`src/rtl/core/dqbs_pkg.sv`:
```
package dqbs_pkg;

  localparam int MODE_W   = 3;
  localparam int VALUE_W  = 32;
  localparam int STATUS_W = 2;
  localparam int COUNT_W  = 5;

  // Operation codes.
  localparam logic [MODE_W-1:0] MODE_PUSH_FRONT = 3'd0;
  localparam logic [MODE_W-1:0] MODE_PUSH_BACK  = 3'd1;
  localparam logic [MODE_W-1:0] MODE_POP_FRONT  = 3'd2;
  localparam logic [MODE_W-1:0] MODE_POP_BACK   = 3'd3;
  localparam logic [MODE_W-1:0] MODE_CONTAINS   = 3'd4;
  localparam logic [MODE_W-1:0] MODE_REMOVE     = 3'd5;

  // Result status codes.
  localparam logic [STATUS_W-1:0] ST_OK        = 2'd0;
  localparam logic [STATUS_W-1:0] ST_POP_EMPTY = 2'd1;
  localparam logic [STATUS_W-1:0] ST_PUSH_FULL = 2'd2;
  localparam logic [STATUS_W-1:0] ST_NO_MATCH  = 2'd3;

  // Which logical slot the store read port looks at.
  typedef enum logic [1:0] {
    RD_SCAN  = 2'd0,
    RD_SHIFT = 2'd1,
    RD_FRONT = 2'd2,
    RD_BACK  = 2'd3
  } rd_sel_t;

  typedef struct packed {
    logic    load_op;
    logic    exec;
    logic    idx_clr;
    logic    idx_inc;
    rd_sel_t rd_sel;
    logic    shift_wr;
    logic    dec_cnt;
    logic    set_found;
    logic    no_match;
    logic    cap_front;
    logic    cap_back;
    logic    out_load;
  } cmd_t;

  typedef struct packed {
    logic is_search;
    logic is_remove;
    logic empty;
    logic match;
    logic idx_last;
    logic shift_last;
    logic out_free;
  } sts_t;

endpackage

```
`src/rtl/core/dqbs_ram.sv`:
```
module dqbs_ram #(
  parameter int WIDTH = 32,
  parameter int DEPTH = 16
) (
  input  logic                             clk,
  input  logic                             wr_en,
  input  logic [$clog2(DEPTH > 1 ? DEPTH : 2)-1:0] wr_addr,
  input  logic [WIDTH-1:0]                 wr_data,
  input  logic [$clog2(DEPTH > 1 ? DEPTH : 2)-1:0] rd_addr,
  output logic [WIDTH-1:0]                 rd_data
);

  logic [WIDTH-1:0] mem [DEPTH];

  always_ff @(posedge clk) begin
    if (wr_en) begin
      mem[wr_addr] <= wr_data;
    end
    rd_data <= mem[rd_addr];
  end

endmodule

```
`src/rtl/core/dqbs_ctrl.sv`:
```
module dqbs_ctrl (
  input  logic              clk,
  input  logic              rst,
  input  logic              in_valid,
  output logic              in_stall,
  input  dqbs_pkg::sts_t    sts,
  output dqbs_pkg::cmd_t    cmd
);

  typedef enum logic [9:0] {
    S_IDLE      = 10'b0000000001,
    S_EXEC      = 10'b0000000010,
    S_SCAN_RD   = 10'b0000000100,
    S_SCAN_CMP  = 10'b0000001000,
    S_SHIFT_RD  = 10'b0000010000,
    S_SHIFT_WR  = 10'b0000100000,
    S_FRONT_RD  = 10'b0001000000,
    S_BACK_RD   = 10'b0010000000,
    S_BACK_CAP  = 10'b0100000000,
    S_FIN       = 10'b1000000000
  } state_t;

  state_t state;
  state_t state_next;

  always_ff @(posedge clk) begin
    if (rst) begin
      state <= S_IDLE;
    end else begin
      state <= state_next;
    end
  end

  assign in_stall = (state != S_IDLE);

  always_comb begin
    state_next = state;
    cmd        = '0;
    cmd.rd_sel = dqbs_pkg::RD_SCAN;
    case (state)
      S_IDLE: begin
        if (in_valid) begin
          cmd.load_op = 1'b1;
          state_next  = S_EXEC;
        end
      end
      S_EXEC: begin
        cmd.exec = 1'b1;
        if (sts.is_search && !sts.empty) begin
          cmd.idx_clr = 1'b1;
          state_next  = S_SCAN_RD;
        end else begin
          state_next = S_FRONT_RD;
        end
      end
      S_SCAN_RD: begin
        cmd.rd_sel = dqbs_pkg::RD_SCAN;
        state_next = S_SCAN_CMP;
      end
      S_SCAN_CMP: begin
        if (sts.match) begin
          cmd.set_found = 1'b1;
          if (sts.is_remove && sts.idx_last) begin
            cmd.dec_cnt = 1'b1;
            state_next  = S_FRONT_RD;
          end else if (sts.is_remove) begin
            state_next = S_SHIFT_RD;
          end else begin
            state_next = S_FRONT_RD;
          end
        end else if (sts.idx_last) begin
          cmd.no_match = sts.is_remove;
          state_next   = S_FRONT_RD;
        end else begin
          cmd.idx_inc = 1'b1;
          state_next  = S_SCAN_RD;
        end
      end
      S_SHIFT_RD: begin
        cmd.rd_sel = dqbs_pkg::RD_SHIFT;
        state_next = S_SHIFT_WR;
      end
      S_SHIFT_WR: begin
        cmd.shift_wr = 1'b1;
        if (sts.shift_last) begin
          cmd.dec_cnt = 1'b1;
          state_next  = S_FRONT_RD;
        end else begin
          cmd.idx_inc = 1'b1;
          state_next  = S_SHIFT_RD;
        end
      end
      S_FRONT_RD: begin
        cmd.rd_sel = dqbs_pkg::RD_FRONT;
        state_next = sts.empty ? S_FIN : S_BACK_RD;
      end
      S_BACK_RD: begin
        cmd.rd_sel    = dqbs_pkg::RD_BACK;
        cmd.cap_front = 1'b1;
        state_next    = S_BACK_CAP;
      end
      S_BACK_CAP: begin
        cmd.cap_back = 1'b1;
        state_next   = S_FIN;
      end
      S_FIN: begin
        if (sts.out_free) begin
          cmd.out_load = 1'b1;
          state_next   = S_IDLE;
        end
      end
      default: begin
        state_next = S_IDLE;
      end
    endcase
  end

endmodule

```
`src/rtl/core/dqbs_dp.sv`:
```
module dqbs_dp #(
  parameter int CAPACITY   = 16,
  parameter int DATA_WIDTH = 32
) (
  input  logic                                 clk,
  input  logic                                 rst,
  input  logic [dqbs_pkg::MODE_W-1:0]          mode,
  input  logic signed [dqbs_pkg::VALUE_W-1:0]  value,
  input  logic                                 out_stall,
  output logic                                 out_valid,
  output logic [dqbs_pkg::STATUS_W-1:0]        status,
  output logic                                 found,
  output logic signed [dqbs_pkg::VALUE_W-1:0]  front_value,
  output logic signed [dqbs_pkg::VALUE_W-1:0]  back_value,
  output logic [dqbs_pkg::COUNT_W-1:0]         entry_count,
  output logic                                 is_empty,
  input  dqbs_pkg::cmd_t                       cmd,
  output dqbs_pkg::sts_t                       sts
);

  localparam int AW = (CAPACITY > 1) ? $clog2(CAPACITY) : 1;
  localparam int CW = $clog2(CAPACITY + 1);
  localparam int EW = CW + 1;
  localparam int VW = dqbs_pkg::VALUE_W;
  localparam logic [AW:0]   CAP_EXT  = (AW + 1)'(CAPACITY);
  localparam logic [AW-1:0] LAST     = AW'(CAPACITY - 1);
  localparam logic [CW-1:0] CAP_CNT  = CW'(CAPACITY);

  logic [AW-1:0]                 head;
  logic [CW-1:0]                 cnt;
  logic [AW-1:0]                 idx;
  logic [dqbs_pkg::MODE_W-1:0]   op_mode;
  logic [DATA_WIDTH-1:0]         op_val;
  logic [DATA_WIDTH-1:0]         in_val;
  logic [dqbs_pkg::STATUS_W-1:0] res_status;
  logic                          res_found;
  logic [DATA_WIDTH-1:0]         front_r;
  logic [DATA_WIDTH-1:0]         back_r;
  logic [VW-1:0]                 front_ext;
  logic [VW-1:0]                 back_ext;
  logic [CW+dqbs_pkg::COUNT_W-1:0] cnt_wide;

  logic                  full;
  logic                  empty;
  logic                  push_ok;
  logic [CW-1:0]         cnt_m1;
  logic [AW-1:0]         head_dec;
  logic [AW-1:0]         head_inc;
  logic [AW-1:0]         rd_logical;
  logic [AW-1:0]         rd_addr;
  logic                  wr_en;
  logic [AW-1:0]         wr_addr;
  logic [DATA_WIDTH-1:0] wr_data;
  logic [DATA_WIDTH-1:0] rd_data;

  function automatic logic [AW-1:0] wrap_addr(input logic [AW:0] s);
    logic [AW:0] t;
    t = (s >= CAP_EXT) ? s - CAP_EXT : s;
    return t[AW-1:0];
  endfunction

  // Incoming values are zero-extended or truncated to the stored width.
  if (DATA_WIDTH > VW) begin : g_val_wide
    assign in_val = {{(DATA_WIDTH - VW){1'b0}}, value};
  end else begin : g_val_narrow
    assign in_val = value[DATA_WIDTH-1:0];
  end

  // Results are sign-extended from the stored width, or truncated to the value width when the store is wider.
  if (DATA_WIDTH >= VW) begin : g_out_wide
    assign front_ext = front_r[VW-1:0];
    assign back_ext  = back_r[VW-1:0];
  end else begin : g_out_narrow
    assign front_ext = {{(VW - DATA_WIDTH){front_r[DATA_WIDTH-1]}}, front_r};
    assign back_ext  = {{(VW - DATA_WIDTH){back_r[DATA_WIDTH-1]}}, back_r};
  end

  assign full     = (cnt == CAP_CNT);
  assign empty    = (cnt == '0);
  assign cnt_m1   = cnt - 1'b1;
  assign head_dec = (head == '0) ? LAST : head - 1'b1;
  assign head_inc = (head == LAST) ? '0 : head + 1'b1;
  assign push_ok  = cmd.exec && !full &&
                    ((op_mode == dqbs_pkg::MODE_PUSH_FRONT) ||
                     (op_mode == dqbs_pkg::MODE_PUSH_BACK));

  always_comb begin
    case (cmd.rd_sel)
      dqbs_pkg::RD_SCAN:  rd_logical = idx;
      dqbs_pkg::RD_SHIFT: rd_logical = idx + 1'b1;
      dqbs_pkg::RD_FRONT: rd_logical = '0;
      dqbs_pkg::RD_BACK:  rd_logical = cnt_m1[AW-1:0];
      default:            rd_logical = '0;
    endcase
  end

  assign rd_addr = wrap_addr({1'b0, head} + {1'b0, rd_logical});

  always_comb begin
    wr_en   = push_ok || cmd.shift_wr;
    wr_data = cmd.shift_wr ? rd_data : op_val;
    if (cmd.shift_wr) begin
      wr_addr = wrap_addr({1'b0, head} + {1'b0, idx});
    end else if (op_mode == dqbs_pkg::MODE_PUSH_FRONT) begin
      wr_addr = head_dec;
    end else begin
      wr_addr = wrap_addr({1'b0, head} + (AW + 1)'(cnt));
    end
  end

  dqbs_ram #(
    .WIDTH (DATA_WIDTH),
    .DEPTH (CAPACITY)
  ) u_ram (
    .clk     (clk),
    .wr_en   (wr_en),
    .wr_addr (wr_addr),
    .wr_data (wr_data),
    .rd_addr (rd_addr),
    .rd_data (rd_data)
  );

  // Operation registers and the working copy of the result.
  always_ff @(posedge clk) begin
    if (cmd.load_op) begin
      op_mode <= mode;
      op_val  <= in_val;
    end
    if (cmd.exec) begin
      res_found <= 1'b0;
      case (op_mode)
        dqbs_pkg::MODE_PUSH_FRONT,
        dqbs_pkg::MODE_PUSH_BACK: begin
          res_status <= full ? dqbs_pkg::ST_PUSH_FULL : dqbs_pkg::ST_OK;
        end
        dqbs_pkg::MODE_POP_FRONT,
        dqbs_pkg::MODE_POP_BACK: begin
          res_status <= empty ? dqbs_pkg::ST_POP_EMPTY : dqbs_pkg::ST_OK;
        end
        dqbs_pkg::MODE_REMOVE: begin
          res_status <= empty ? dqbs_pkg::ST_NO_MATCH : dqbs_pkg::ST_OK;
        end
        default: begin
          res_status <= dqbs_pkg::ST_OK;
        end
      endcase
    end
    if (cmd.set_found) begin
      res_found <= 1'b1;
    end
    if (cmd.no_match) begin
      res_status <= dqbs_pkg::ST_NO_MATCH;
    end
    if (cmd.cap_front) begin
      front_r <= rd_data;
    end
    if (cmd.cap_back) begin
      back_r <= rd_data;
    end
  end

  // Queue pointers, occupancy and the scan index.
  always_ff @(posedge clk) begin
    if (rst) begin
      head <= '0;
      cnt  <= '0;
      idx  <= '0;
    end else begin
      if (cmd.idx_clr) begin
        idx <= '0;
      end else if (cmd.idx_inc) begin
        idx <= idx + 1'b1;
      end
      if (cmd.exec) begin
        case (op_mode)
          dqbs_pkg::MODE_PUSH_FRONT: begin
            if (!full) begin
              head <= head_dec;
              cnt  <= cnt + 1'b1;
            end
          end
          dqbs_pkg::MODE_PUSH_BACK: begin
            if (!full) begin
              cnt <= cnt + 1'b1;
            end
          end
          dqbs_pkg::MODE_POP_FRONT: begin
            if (!empty) begin
              head <= head_inc;
              cnt  <= cnt_m1;
            end
          end
          dqbs_pkg::MODE_POP_BACK: begin
            if (!empty) begin
              cnt <= cnt_m1;
            end
          end
          default: begin
          end
        endcase
      end
      if (cmd.dec_cnt) begin
        cnt <= cnt_m1;
      end
    end
  end

  // Output register.
  assign cnt_wide = {{dqbs_pkg::COUNT_W{1'b0}}, cnt};

  always_ff @(posedge clk) begin
    if (rst) begin
      out_valid <= 1'b0;
    end else if (cmd.out_load) begin
      out_valid <= 1'b1;
    end else if (!out_stall) begin
      out_valid <= 1'b0;
    end
  end

  always_ff @(posedge clk) begin
    if (cmd.out_load) begin
      status      <= res_status;
      found       <= res_found;
      front_value <= empty ? '0 : front_ext;
      back_value  <= empty ? '0 : back_ext;
      entry_count <= cnt_wide[dqbs_pkg::COUNT_W-1:0];
      is_empty    <= empty;
    end
  end

  always_comb begin
    sts.is_search  = (op_mode == dqbs_pkg::MODE_CONTAINS) ||
                     (op_mode == dqbs_pkg::MODE_REMOVE);
    sts.is_remove  = (op_mode == dqbs_pkg::MODE_REMOVE);
    sts.empty      = empty;
    sts.match      = (rd_data == op_val);
    sts.idx_last   = (EW'(idx) + EW'(1) == EW'(cnt));
    sts.shift_last = (EW'(idx) + EW'(2) == EW'(cnt));
    sts.out_free   = !out_valid || !out_stall;
  end

endmodule

```
`src/rtl/core/deque_bag_with_search_core.sv`:
```
// Each operation runs through the states idle (load), execute, front read, back read, back
// capture and finish (the back read and capture are skipped when the queue is empty afterward);
// a search adds a read and a compare per entry examined, a removal a read and a write per
// entry moved up. One item is handled at a time; the single read port of the store and the
// scan through it set the pace. Reset (rst, synchronous, active high) empties the queue and
// drops any held result; the store itself is not cleared and needs no clearing pass.
module deque_bag_with_search_core #(
  parameter int CAPACITY   = 16,
  parameter int DATA_WIDTH = 32
) (
  input  logic                                 clk,
  input  logic                                 rst,
  // Input channel: one operation per beat.
  input  logic                                 in_valid,
  output logic                                 in_stall,
  input  logic [dqbs_pkg::MODE_W-1:0]          mode,
  input  logic signed [dqbs_pkg::VALUE_W-1:0]  value,
  // Output channel: one result per beat.
  output logic                                 out_valid,
  input  logic                                 out_stall,
  output logic [dqbs_pkg::STATUS_W-1:0]        status,
  output logic                                 found,
  output logic signed [dqbs_pkg::VALUE_W-1:0]  front_value,
  output logic signed [dqbs_pkg::VALUE_W-1:0]  back_value,
  output logic [dqbs_pkg::COUNT_W-1:0]         entry_count,
  output logic                                 is_empty
);

  // The entries live in a circular buffer: a head pointer marks the front and
  // the occupancy count marks the back, so pushes and pops at either end touch
  // at most one slot. Membership tests walk the buffer from the front one
  // entry at a time. A removal first finds the entry, then moves every later
  // entry one slot toward the front (read one, write one) to close the gap.
  //
  // After an operation that leaves entries, the front and back slots are read back so that the
  // result carries them. The result sits in an output register, so a new input
  // beat can be taken while the previous result still waits for its receiver;
  // only the final load of the next result waits for that register to drain.

  dqbs_pkg::cmd_t cmd;
  dqbs_pkg::sts_t sts;

  // The controller sequences each operation through its states, driving the store.
  dqbs_ctrl u_ctrl (
    .clk      (clk),
    .rst      (rst),
    .in_valid (in_valid),
    .in_stall (in_stall),
    .sts      (sts),
    .cmd      (cmd)
  );

  // The datapath holds the store, the pointers and the output register.
  dqbs_dp #(
    .CAPACITY   (CAPACITY),
    .DATA_WIDTH (DATA_WIDTH)
  ) u_dp (
    .clk         (clk),
    .rst         (rst),
    .mode        (mode),
    .value       (value),
    .out_stall   (out_stall),
    .out_valid   (out_valid),
    .status      (status),
    .found       (found),
    .front_value (front_value),
    .back_value  (back_value),
    .entry_count (entry_count),
    .is_empty    (is_empty),
    .cmd         (cmd),
    .sts         (sts)
  );

endmodule

```
`config.mk`:
```
export PLATFORM = sky130hd
export DESIGN_NAME = deque_bag_with_search_core
export DESIGN_NICKNAME = d
export VERILOG_FILES = /design/src/rtl/core/dqbs_pkg.sv /design/src/rtl/core/dqbs_ram.sv /design/src/rtl/core/dqbs_ctrl.sv /design/src/rtl/core/dqbs_dp.sv /design/src/rtl/core/deque_bag_with_search_core.sv
export SDC_FILE = /design/constraint.sdc
export NUM_CORES = 1
export LEC_CHECK = 0
export BUFFER_PORTS_ARGS = -buffer_cell sky130_fd_sc_hd__buf_4
export CAP_MARGIN = 20
export CORE_MARGIN = 5
export CORE_UTILIZATION = 40
export CTS_BUF_LIST = sky130_fd_sc_hd__clkbuf_8
export CTS_CLUSTER_DIAMETER = 40
export DETAILED_ROUTE_END_ITERATION = 10
export HOLD_SLACK_MARGIN = 0.15
export PLACE_DENSITY_LB_ADDON = 0.1
export SYNTH_ARGS = -nofsm -noshare
export SYNTH_HDL_FRONTEND = slang
export SYNTH_SLANG_ARGS = --single-unit
```
`constraint.sdc`:
```
create_clock -name clk -period 11 [get_ports clk]
set_input_delay 1.1 -clock clk [delete_from_list [all_inputs] [get_ports clk]]
set_output_delay 1.1 -clock clk [all_outputs]
set_load 0.03 [all_outputs]
```
==> results.md, run 1 <==
* Status: completed
* Initial Utilization at between 40 and 50%
* Achievable clock frequency at 0.216 GHz
* Worst skew pair latency at ~0.76 ns
* Pleak at 11.4 nW
* CTS max path bufs at 3
* Peak VDD IR at 82.6 uV
* Rows at 98
* Final setup TNS at 0 ns
* Max-Cap Viols at 0
* Synth Area in Compound Gates at 1.90%
* Final worst-path cycle share at a little over two fifths
* Cell Chain, Critical Path: or3_4, nor3_2, o21ai_0, a21oi_1, ha_4, inv_1, fa_4, buf_4, mux4_2, nand3_1, nand4_1
* Layout cells sized above 1 at about a quarter
* # IOs at roughly 110
* Worst min-delay path category: register to register
* Seq/Total Area, Yosys at between 70% and 80%
* Drt drc at 0
* CTS resizes at 0
* Count of different cell masters after synthesis at 65
* Clock Tree Root: clkbuf_8
* CP max FO at 55
* Mux cell area share after synthesis at between 10% and 20%
* Commonest cells after routing, fill and taps aside: edfxtp_1 (684), clkbuf_8 (150), buf_4 (144)
* Yosys warns at 0
* Synthesis-to-layout area growth at 16.7%
* Core area at between 70000 and 80000 sq um
* Die area at 78100 sq um
* Worst reg2reg endpoint: u_dp.u_ram.rd_data[10]
* Vias in the first global route at about 16000
* Initial antenna violation count at 4
* Slew HR at between 30% and 40%
* Worst-path clk slew at roughly 0.05 ns
* Num Clock Sinks at between 700 and 800
* R2r setup slk at 6.38 ns
* Synthesized Nets at about 1700
* FF-to-FF path depth at 11
* Routed vias at around 16000
* Actual slew at the worst max-slew pin at ~1.0 ns
* Yosys reg bits at 743
* Number of iterations in the first detailed-routing pass at 5
* Hold path depth at 0
* Die W at between 200 and 300 um
* # nets final at between 1500 and 2000
* Final worst setup slack at ~6.4 ns
* Fin. Hold Viols at 0
* Delay of the slowest critical-path stage at 1.33 ns
* RD Place Congestion at between 0.7 and 0.8
* Final core utilization at between 40% and 50%
* CTS tree: done
* Antenna viol nets, final at 0
* Largest net degree at the start of global routing at 90
* Crit-path slowest cell: fa_4
* Post-synthesis adder-cell area fraction at less than 1%
* R2R Path Start: u_ctrl.state[1]
* RSZ-0062 raised after global routing: no
* DRT Wirelength at between 70 and 80 mm
* CP Data Required Time at around 12 ns
* Top_reg_cell synth: edfxtp_1
* DR vias/cell at 5.35
* Syn Area/Cell at around 18 sq um
* Hold Path End: u_dp.status[1]
* Grt ovf at 0
* Post-synth EDFFs at around 680
* Max-slew violations at 0
* Largest family of logic cells by synthesized area: multiplexers
* HP Start: u_dp.res_status[1]
* Hold_ws at about 0.43 ns
* Drt wl/cell at 25.7 um
* Post-Synth XOR/XNOR Area at under 10%
* Fin crit period at about 4.6 ns
* Global-route wire length before repair at roughly 110 mm
* Pre-CTS setup slack at roughly 6.4 ns
* IO buf count at between 100 and 150
* Pwr/cell area at between 150 and 200 nW/um^2
* Commonest non-fill, non-tap cell in the layout: edfxtp_1
* Nature of the critical path endpoint: register
* Final setup violation count at 0
* Max Clock Skew at 0.0369 ns
* CTS Hold Bufs at 0
* Mapped Cells at 1643
* Synth async-reset ratio at 0%
* Worst EP arrival at approximately 5.3 ns
* Setup crit start kind: register
* Worst setup path class: register to register
* Starting DRC count in detailed routing at around 1200
* Global-route usage over all layers at between 10% and 20%
* Post-synthesis simple-gate area fraction at 8.68%
* Post-CTS setup buffer count at 0
* Num CTS Buffers at 135
* Die height at 279 um
* Htree depth at 4
* Synth Cell Area at slightly below 30000 sq um
* Final HPWL DP at approximately 40 mm
## registers in the layout, indices dropped and copies added (netlist names), 4 cells and up
| register | count |
|---|---|
| u_dp.back_value | 32 |
| u_dp.entry_count | 5 |
| u_dp.front_ext | 32 |
| u_dp.back_ext | 32 |
| u_dp.u_ram.rd_data | 32 |
| u_dp.idx | 4 |
| u_dp.cnt | 5 |
| u_dp.u_ram.mem | 512 |
| u_dp.op_val | 32 |
| u_ctrl.state | 10 |
| u_dp.front_value | 32 |
| u_dp.head | 4 |
## critical path: cells and delay by family, from the launching register on
kind	cells	cell delay, ns
and+or+nand+nor	4	0.90
DFF	1	0.36
AOI/OAI and AO/OA	2	0.38
buffers and inverters	2	0.83
muxes	1	0.41
adders and majority gates	2	1.51
## kinds of logic (layout without fill, tap and decap cells)
logic type                 after synthesis  in the layout
DFF                                    743            743
and+or+nand+nor                        490            490
muxes                                  138            138
buffers and inverters                  107            417
AOI/OAI and AO/OA                       88             88
xor gates and xnor gates                57             57
adders and majority gates               20             20
other                                    0              2
## area by class of cell
type | count | area [sq um]
diodes | 2 | 5.00
clock buffers | 150 | 2060
clock inverters | 102 | 678
fillers | 6115 | 37800
inverters | 20 | 75.1
multi-input cells | 793 | 7060
flip-flops and latches | 743 | 21700
well taps | 950 | 1190
repair buffers | 145 | 1100
## layer usage
| metal | part of all wire [%] | track usage, % | vias to the layer above |
|---|---|---|---|
| met1 | 45 | 26.7 | 8083 |
| li1 | - | - | 6898 |
| met3 | 5.5 | 3.93 | 114 |
| met5 | 0 | 0 | - |
| met2 | 48 | 30.9 | 448 |
| met4 | 1.8 | 5.44 | 0 |
## Yosys cell counts (all sizes together), types with 6 or more instances
master / number / area [sq um]
nand3: 136 / 681
xnor2: 46 / 422
nor2b: 6 / 37.5
nor2: 50 / 188
inv: 19 / 71.3
a21oi: 25 / 125
nand4: 45 / 282
xor2: 11 / 115
nor4: 7 / 43.8
o21ai: 23 / 115
nand2: 123 / 462
buf: 23 / 125
dfxtp: 59 / 1180
clkbuf: 64 / 240
edfxtp: 684 / 20500
and2: 67 / 419
nor3: 19 / 110
mux4: 128 / 2880
or2: 6 / 37.5
mux2i: 9 / 103
nand4b: 6 / 52.6
ha: 17 / 213
## metrics by stage
step                      cell area [sq um]  total power [mW]  cells
after detailed placement              31100              3.36   2651
after global routing                  33900              6.13   2905
after floorplan                       29000              3.29   1643
after CTS                             33900              5.97   2903
after global placement                31100              3.36   2651
final                                 33900              5.89   2905
## worst max path at each step
stage,from,to,slack (ns)
after floorplan,u_ctrl.state[7],u_dp.back_value[0],5.78
after global placement,u_ctrl.state[1],u_dp.u_ram.rd_data[10],6.46
after detailed placement,u_ctrl.state[1],u_dp.u_ram.rd_data[25],6.37
after CTS,u_ctrl.state[1],u_dp.u_ram.rd_data[17],6.35
after global routing,u_ctrl.state[2],u_dp.u_ram.rd_data[7],6.12
final,u_ctrl.state[1],u_dp.u_ram.rd_data[10],6.38
## report_power, final
part / internal [mW] / switching [mW]
Clock: 1.43 / 1.15
Sequential: 3.11 / 0.0225
Combinational: 0.0569 / 0.109
Total: 4.60 / 1.28
No activity file was read; power rests on OpenSTA's default activity.
==> run 2: changes to the inputs <==
==> constraint.sdc (replaced) <==
create_clock -name clk -period 4.8 [get_ports clk]
set_input_delay 0.48 -clock clk [delete_from_list [all_inputs] [get_ports clk]]
set_output_delay 0.48 -clock clk [all_outputs]
set_load 0.03 [all_outputs]
==> run 2 against run 1 <==
Global-route usage down 0.21 points. Clock skew down 0.010 ns. Flip-flop and latch count unchanged. Core utilization up 1.0 points. First-iteration DRC count up 20%. Wire length down 1.1%. Sequential share of layout area down 1.4 points. Fmax up 24%. Die area unchanged. Via count up 1.7%. Register-to-register slack worse by 5.3 ns.
==> results.md, run 2 (synthesis gave the netlist of run 1 again) <==
* Status: completed (unchanged)
* Max-Cap Viols at 0 (unchanged)
* Starting DRC count in detailed routing at 1379 (was 1151)
* Worst-path clk slew at 0.06 ns (was 0.05 ns)
* Worst EP arrival at 4.37 ns (was 5.25 ns)
* Commonest cells after routing, fill and taps aside: edfxtp_1 (684), clkbuf_8 (141), nand3_1 (136) (was edfxtp_1 (684), clkbuf_8 (150), buf_4 (144))
* Rows at 98 (unchanged)
* Number of iterations in the first detailed-routing pass at 6 (was 5)
* Max-slew violations at 0 (unchanged)
* Vias in the first global route at 16263 (was 15942)
* Die W at 279 um (unchanged)
* Peak VDD IR at 346 uV (was 82.6 uV)
* Drt wl/cell at 25.1 um (was 25.7 um)
* CTS max path bufs at 3 (unchanged)
* Final HPWL DP at 40.6 mm (was 39.3 mm)
* Layout cells sized above 1 at 25.7% (was 25.9%)
* Pre-CTS setup slack at 1.07 ns (was 6.37 ns)
* DR vias/cell at 5.37 (was 5.35)
* CTS tree: done (unchanged)
* Die area at 78100 sq um (unchanged)
* Worst skew pair latency at 0.76 ns (about the same)
* RSZ-0062 raised after global routing: no (unchanged)
* Actual slew at the worst max-slew pin at 1.06 ns (was 1.05 ns)
* Setup crit start kind: register (unchanged)
* Die height at 279 um (unchanged)
* Crit-path slowest cell: fa_4 (unchanged)
* R2R Path Start: u_ctrl.state[1] (unchanged)
* IO buf count at 113 (unchanged)
* # IOs at 114 (unchanged)
* Core area at 71700 sq um (unchanged)
* Final worst-path cycle share at 77.7% (was 42.0%)
* Synthesis-to-layout area growth at 19.3% (was 16.7%)
* Global-route usage over all layers at 18.9% (was 19.1%)
* Post-CTS setup buffer count at 0 (unchanged)
* Hold path depth at 2 (was 0)
* Hold Path End: u_dp.op_val[5] (was u_dp.status[1])
* Max Clock Skew at 0.0269 ns (was 0.0369 ns)
* Initial Utilization at 40.5% (unchanged)
* Top reg by flops: u_dp.u_ram.mem (unchanged)
* Slew HR at 29.0% (was 30.1%)
* Final total power at 13.6 mW (was 5.89 mW)
* Num Clock Sinks at 743 (unchanged)
* Initial antenna violation count at 2 (was 4)
* Worst setup path class: register to register (unchanged)
* Final worst setup slack at 1.07 ns (was 6.38 ns)
* Clock Tree Root: clkbuf_8 (unchanged)
* Worst reg2reg endpoint: u_dp.u_ram.rd_data[20] (was u_dp.u_ram.rd_data[10])
* FF-to-FF path depth at 11 (unchanged)
* Cell Chain, Critical Path: or3_4, nor3_2, o21ai_0, a21oi_1, ha_4, inv_1, fa_4, buf_12, mux4_2, nand3_1, nand4_1 (was or3_4, nor3_2, o21ai_0, a21oi_1, ha_4, inv_1, fa_4, buf_4, mux4_2, nand3_1, nand4_1)
* Final setup TNS at 0 ns (unchanged)
* CP Data Required Time at 5.44 ns (was 11.63 ns)
* Routed vias at 15814 (was 15543)
* Delay of the slowest critical-path stage at 1.01 ns (was 1.33 ns)
* DRT Wirelength at 73.9 mm (was 74.7 mm)
* Pwr/cell area at 394 nW/um^2 (was 174 nW/um^2)
* Drt drc at 0 (unchanged)
* HP Start: value[5] (was u_dp.res_status[1])
* Achievable clock frequency at 0.268 GHz (was 0.216 GHz)
* R2r setup slk at 1.07 ns (was 6.38 ns)
* Num CTS Buffers at 134 (was 135)
* Htree depth at 4 (unchanged)
* Grt ovf at 0 (unchanged)
* Antenna viol nets, final at 0 (unchanged)
* Largest register FFs at 512 (unchanged)
* # nets final at 1947 (was 1897)
* Fin. Hold Viols at 0 (unchanged)
* Global-route wire length before repair at 108 mm (was 109 mm)
* RD Place Congestion at 0.777 (was 0.780)
* CP max FO at 29 (was 55)
* Nature of the critical path endpoint: register (unchanged)
* Largest net degree at the start of global routing at 74 (was 90)
* Final setup violation count at 0 (unchanged)
* Worst min-delay path category: input port to register (was register to register)
* Pleak at 11.7 nW (was 11.4 nW)
* Commonest non-fill, non-tap cell in the layout: edfxtp_1 (unchanged)
* Fin crit period at 3.73 ns (was 4.62 ns)
[run 2: through the flow]
step,utilization (%),hold slack [ns],area [sq um],cells
after CTS,48.3,0.348,34600,2946
after detailed placement,43.9,0.418,31500,2662
after global routing,48.3,0.373,34600,2947
final,48.3,0.432,34600,2947
after global placement,43.9,0.422,31500,2662
after floorplan,-,0.409,29000,1643
[run 2: worst max path at each step]
stage,cells past startpoint,from,to,slack [ns]
after global routing,10,u_dp.cnt[0],u_dp.cnt[2],0.82
after detailed placement,11,u_ctrl.state[1],u_dp.u_ram.rd_data[5],1.07
final,11,u_ctrl.state[1],u_dp.u_ram.rd_data[20],1.07
after floorplan,9,u_dp.cnt[1],u_dp.u_ram.mem[5][0],1.09
after global placement,11,u_ctrl.state[1],u_dp.u_ram.rd_data[5],1.11
after CTS,11,u_ctrl.state[1],u_dp.u_ram.rd_data[24],1.06
[run 2: report_power, final]
| group | internal, mW | switching, mW | total (mW) | leakage, nW |
|---|---|---|---|---|
| Clock | 3.41 | 2.65 | 6.06 | 1.55 |
| Combinational | 0.153 | 0.258 | 0.411 | 3.44 |
| Sequential | 7.13 | 0.0497 | 7.18 | 6.67 |
| Total | 10.7 | 2.96 | 13.6 | 11.7 |
[run 2: area by class of cell]
cell class	instances	area (sq um)
clock inverter	103	816
timing repair buffer	196	1830
antenna	1	2.50
clock buffer	141	1940
sequential	743	21700
inverter	20	75.1
multi-input combinational	793	7070
fill	6080	37100
tap	950	1190
[run 2: worst max-delay path, delay by kind of cell, from the launching register on]
| family | cells | cell delay, ns |
|---|---|---|
| muxes | 1 | 0.35 |
| and+or+nand+nor | 4 | 0.94 |
| AOI/OAI and AO/OA | 2 | 0.41 |
| DFF | 1 | 0.36 |
| buffers and inverters | 2 | 0.33 |
| adders and majority gates | 2 | 1.20 |
[run 2: metal layers]
metal / vias up / routed length (um) / share of wire (%) / track usage, %
li1: 6978 / - / - / -
met1: 8195 / 32400 / 44 / 26.6
met2: 543 / 35100 / 48 / 30.1
met3: 98 / 4820 / 6.5 / 3.83
met4: 0 / 1550 / 2.1 / 5.65
met5: - / 0 / 0 / 0
[run 2: timing repair]
action | in CTS | in global routing
resized for setup | 0 | 0
hold endpoints to repair | 52 | 0
hold buffers | 40 | 0
==> run 3: changes to the inputs <==
==> constraint.sdc (replaced) <==
create_clock -name clk -period 3.3 [get_ports clk]
set_input_delay 0.33 -clock clk [delete_from_list [all_inputs] [get_ports clk]]
set_output_delay 0.33 -clock clk [all_outputs]
set_load 0.03 [all_outputs]
==> run 3 against run 2 <==
The flow now finishes with violations (negative setup slack). Worst setup slack lost 1.2 ns. Count of clock-buffer cells in the layout rose by 7. Fmax grew 8.0%. Final cell count is 3.8% higher. Wire length up 2.8%. First-iteration DRC count down 9.0%.
==> results.md, run 3 (synthesis gave the netlist of run 1 again) <==
* Cell Chain, Critical Path: or3_4, or3_4, o221ai_2, o21ai_1, o21ai_1, a21oi_2, ha_4, inv_2, fa_4, buf_12, clkbuf_16, mux4_2, nand3_1, nand4_1 (was or3_4, nor3_2, o21ai_0, a21oi_1, ha_4, inv_1, fa_4, buf_12, mux4_2, nand3_1, nand4_1)
* RSZ-0062 raised after global routing: yes (was no)
* Clock Tree Root: clkbuf_8 (unchanged)
* Worst-path clk slew at 0.06 ns (about the same)
* CTS tree: done (unchanged)
* Max Clock Skew at 0.0345 ns (was 0.0269 ns)
* Peak VDD IR at 249 uV (was 346 uV)
* Die W at 279 um (unchanged)
* # IOs at 114 (unchanged)
* Max-slew violations at 0 (unchanged)
* Achievable clock frequency at 0.290 GHz (was 0.268 GHz)
* Drt drc at 0 (unchanged)
* Final total power at 19.2 mW (was 13.6 mW)
* Grt ovf at 0 (unchanged)
* Initial Utilization at 40.5% (unchanged)
* HP Start: value[24] (was value[5])
* Hold path depth at 2 (unchanged)
* Worst skew pair latency at 0.77 ns (was 0.76 ns)
* Worst reg2reg endpoint: u_dp.u_ram.rd_data[26] (was u_dp.u_ram.rd_data[20])
* Delay of the slowest critical-path stage at 0.73 ns (was 1.01 ns)
* Global-route wire length before repair at 110 mm (was 108 mm)
* Nature of the critical path endpoint: register (unchanged)
* Status: finished, violations left (was completed)
* Num CTS Buffers at 136 (was 134)
* Antenna viol nets, final at 0 (unchanged)
* DRT Wirelength at 76.0 mm (was 73.9 mm)
* Violated checks: negative setup slack
* Top reg by flops: u_dp.u_ram.mem (unchanged)
* Die area at 78100 sq um (unchanged)
* Layout cells sized above 1 at 31.5% (was 25.7%)
* Final core utilization at 50.4% (was 48.3%)
* Fin crit period at 3.45 ns (was 3.73 ns)
* Actual slew at the worst max-slew pin at 0.781 ns (was 1.06 ns)
* Htree depth at 4 (unchanged)
* FILL cells at 5991 (was 6080)
* Hold_ws at 0.287 ns (was 0.432 ns)
* Global-route usage over all layers at 19.1% (was 18.9%)
* Worst EP arrival at 4.09 ns (was 4.37 ns)
* Hold Path End: u_dp.op_val[24] (was u_dp.op_val[5])
* Number of iterations in the first detailed-routing pass at 5 (was 6)
* Final HPWL DP at 44.9 mm (was 40.6 mm)
* Final worst-path cycle share at 105% (was 77.7%)
* Drt wl/cell at 24.8 um (was 25.1 um)
* Die height at 279 um (unchanged)
* Setup crit start kind: register (unchanged)
* Max-Cap Viols at 0 (unchanged)
* Vias in the first global route at 16547 (was 16263)
* CTS max path bufs at 3 (unchanged)
* R2R Path Start: u_ctrl.state[9] (was u_ctrl.state[1])
* Final setup TNS at -3.36 ns (was 0 ns)
* Initial antenna violation count at 1 (was 2)
* CP Data Required Time at 3.93 ns (was 5.44 ns)
* Worst min-delay path category: input port to register (unchanged)
* Synthesis-to-layout area growth at 24.4% (was 19.3%)
* Core area at 71700 sq um (unchanged)
* Pwr/cell area at 530 nW/um^2 (was 394 nW/um^2)
* Worst setup path class: register to register (unchanged)
* CP max FO at 8 (was 29)
* Rows at 98 (unchanged)
* Final worst setup slack at -0.153 ns (was 1.07 ns)
* Largest register FFs at 512 (unchanged)
* IO buf count at 113 (unchanged)
* Crit-path slowest cell: fa_4 (unchanged)
* Num Clock Sinks at 743 (unchanged)
* Largest net degree at the start of global routing at 67 (was 74)
* RD Place Congestion at 0.791 (was 0.777)
* Pleak at 12.4 nW (was 11.7 nW)
* Commonest cells after routing, fill and taps aside: edfxtp_1 (684), buf_4 (201), clkbuf_8 (148) (was edfxtp_1 (684), clkbuf_8 (141), nand3_1 (136))
* Final setup violation count at 32 (was 0)
* # nets final at 2057 (was 1947)
* Slew HR at 47.8% (was 29.0%)
* Commonest non-fill, non-tap cell in the layout: edfxtp_1 (unchanged)
* Starting DRC count in detailed routing at 1255 (was 1379)
* DR vias/cell at 5.29 (was 5.37)
* Fin. Hold Viols at 0 (unchanged)
* FF-to-FF path depth at 14 (was 11)
* R2r setup slk at -0.15 ns (was 1.07 ns)
* Routed vias at 16176 (was 15814)
## run 3: cell count changes in the layout (fill, tap and decap cells not counted), moves of 7 or more
| cell | previous run | this run |
|---|---|---|
| nand3_1 | 136 | 93 |
| inv_1 | 57 | 66 |
| nand3_2 | 0 | 43 |
| buf_4 | 135 | 201 |
| buf_12 | 21 | 45 |
| clkbuf_16 | 0 | 7 |
| clkbuf_8 | 141 | 148 |
| buf_16 | 0 | 10 |
| bufinv_16 | 12 | 2 |
| clkinv_2 | 19 | 11 |
## run 3: cell type report
class	count	area (sq um)	share of cell area (%)
antenna	3	7.51	0.0208
timing repair buffer	304	3270	9.06
clock inverter	99	510	1.41
inverter	20	75.1	0.208
multi-input combinational	793	7310	20.2
sequential	743	21700	60.1
clock buffer	148	2040	5.64
tap	950	1190	3.29
## run 3: layer usage
metal  up-vias  share of wire (%)  GRT usage (%)
li1       7219                  -              -
met1      8366                 44           26.8
met2       485                 48           31.0
met3       106                5.5           4.20
met4         0                1.6           4.73
met5         -                  0              0
## run 3: what timing repair did
action / 4_1_cts / 5_1_grt
hold endpoints to repair: 89 / 0
endpoints found under the setup margin: 183 / 288
setup buffers: 5 / 2
hold buffers: 40 / 0
resized for setup: 45 / 31
pin swaps: 10 / 16
gates cloned: 6 / 7
## run 3: worst max-delay path by stage
stage | startpoint | endpoint | slack (ns) | cells after the start
floorplan | u_dp.cnt[1] | u_dp.u_ram.mem[5][0] | -0.41 | 9
global placement | u_ctrl.state[1] | u_dp.u_ram.rd_data[0] | -0.16 | 13
detailed placement | u_ctrl.state[1] | u_dp.u_ram.rd_data[14] | -0.22 | 11
CTS | u_ctrl.state[0] | u_dp.u_ram.rd_data[21] | -0.14 | 14
global route | u_ctrl.state[9] | u_dp.u_ram.rd_data[19] | -0.26 | 14
finish | u_ctrl.state[9] | u_dp.u_ram.rd_data[26] | -0.15 | 14
## run 3: report_power, final
| part | total, mW | switching, mW | internal, mW |
|---|---|---|---|
| clock network | 8.06 | 3.76 | 4.30 |
| registers | 10.4 | 0.0610 | 10.4 |
| logic | 0.668 | 0.404 | 0.263 |
## run 3: through the flow
stage               instances  instance area (sq um)  setup slack, ns
floorplan                1643                  29100           -0.410
global placement         2750                  32400           -0.157
detailed placement       2750                  32400           -0.221
CTS                      3048                  35800           -0.144
global route             3058                  36100           -0.258
finish                   3060                  36100           -0.153
## run 3: critical path: cells and delay by family, from the launching register on
kind,cells,cell delay (ns)
fa+ha+maj,2,0.90
flops,1,0.31
buf+inv,3,0.46
mux,1,0.29
compound gates,4,0.39
simple gates,4,0.97
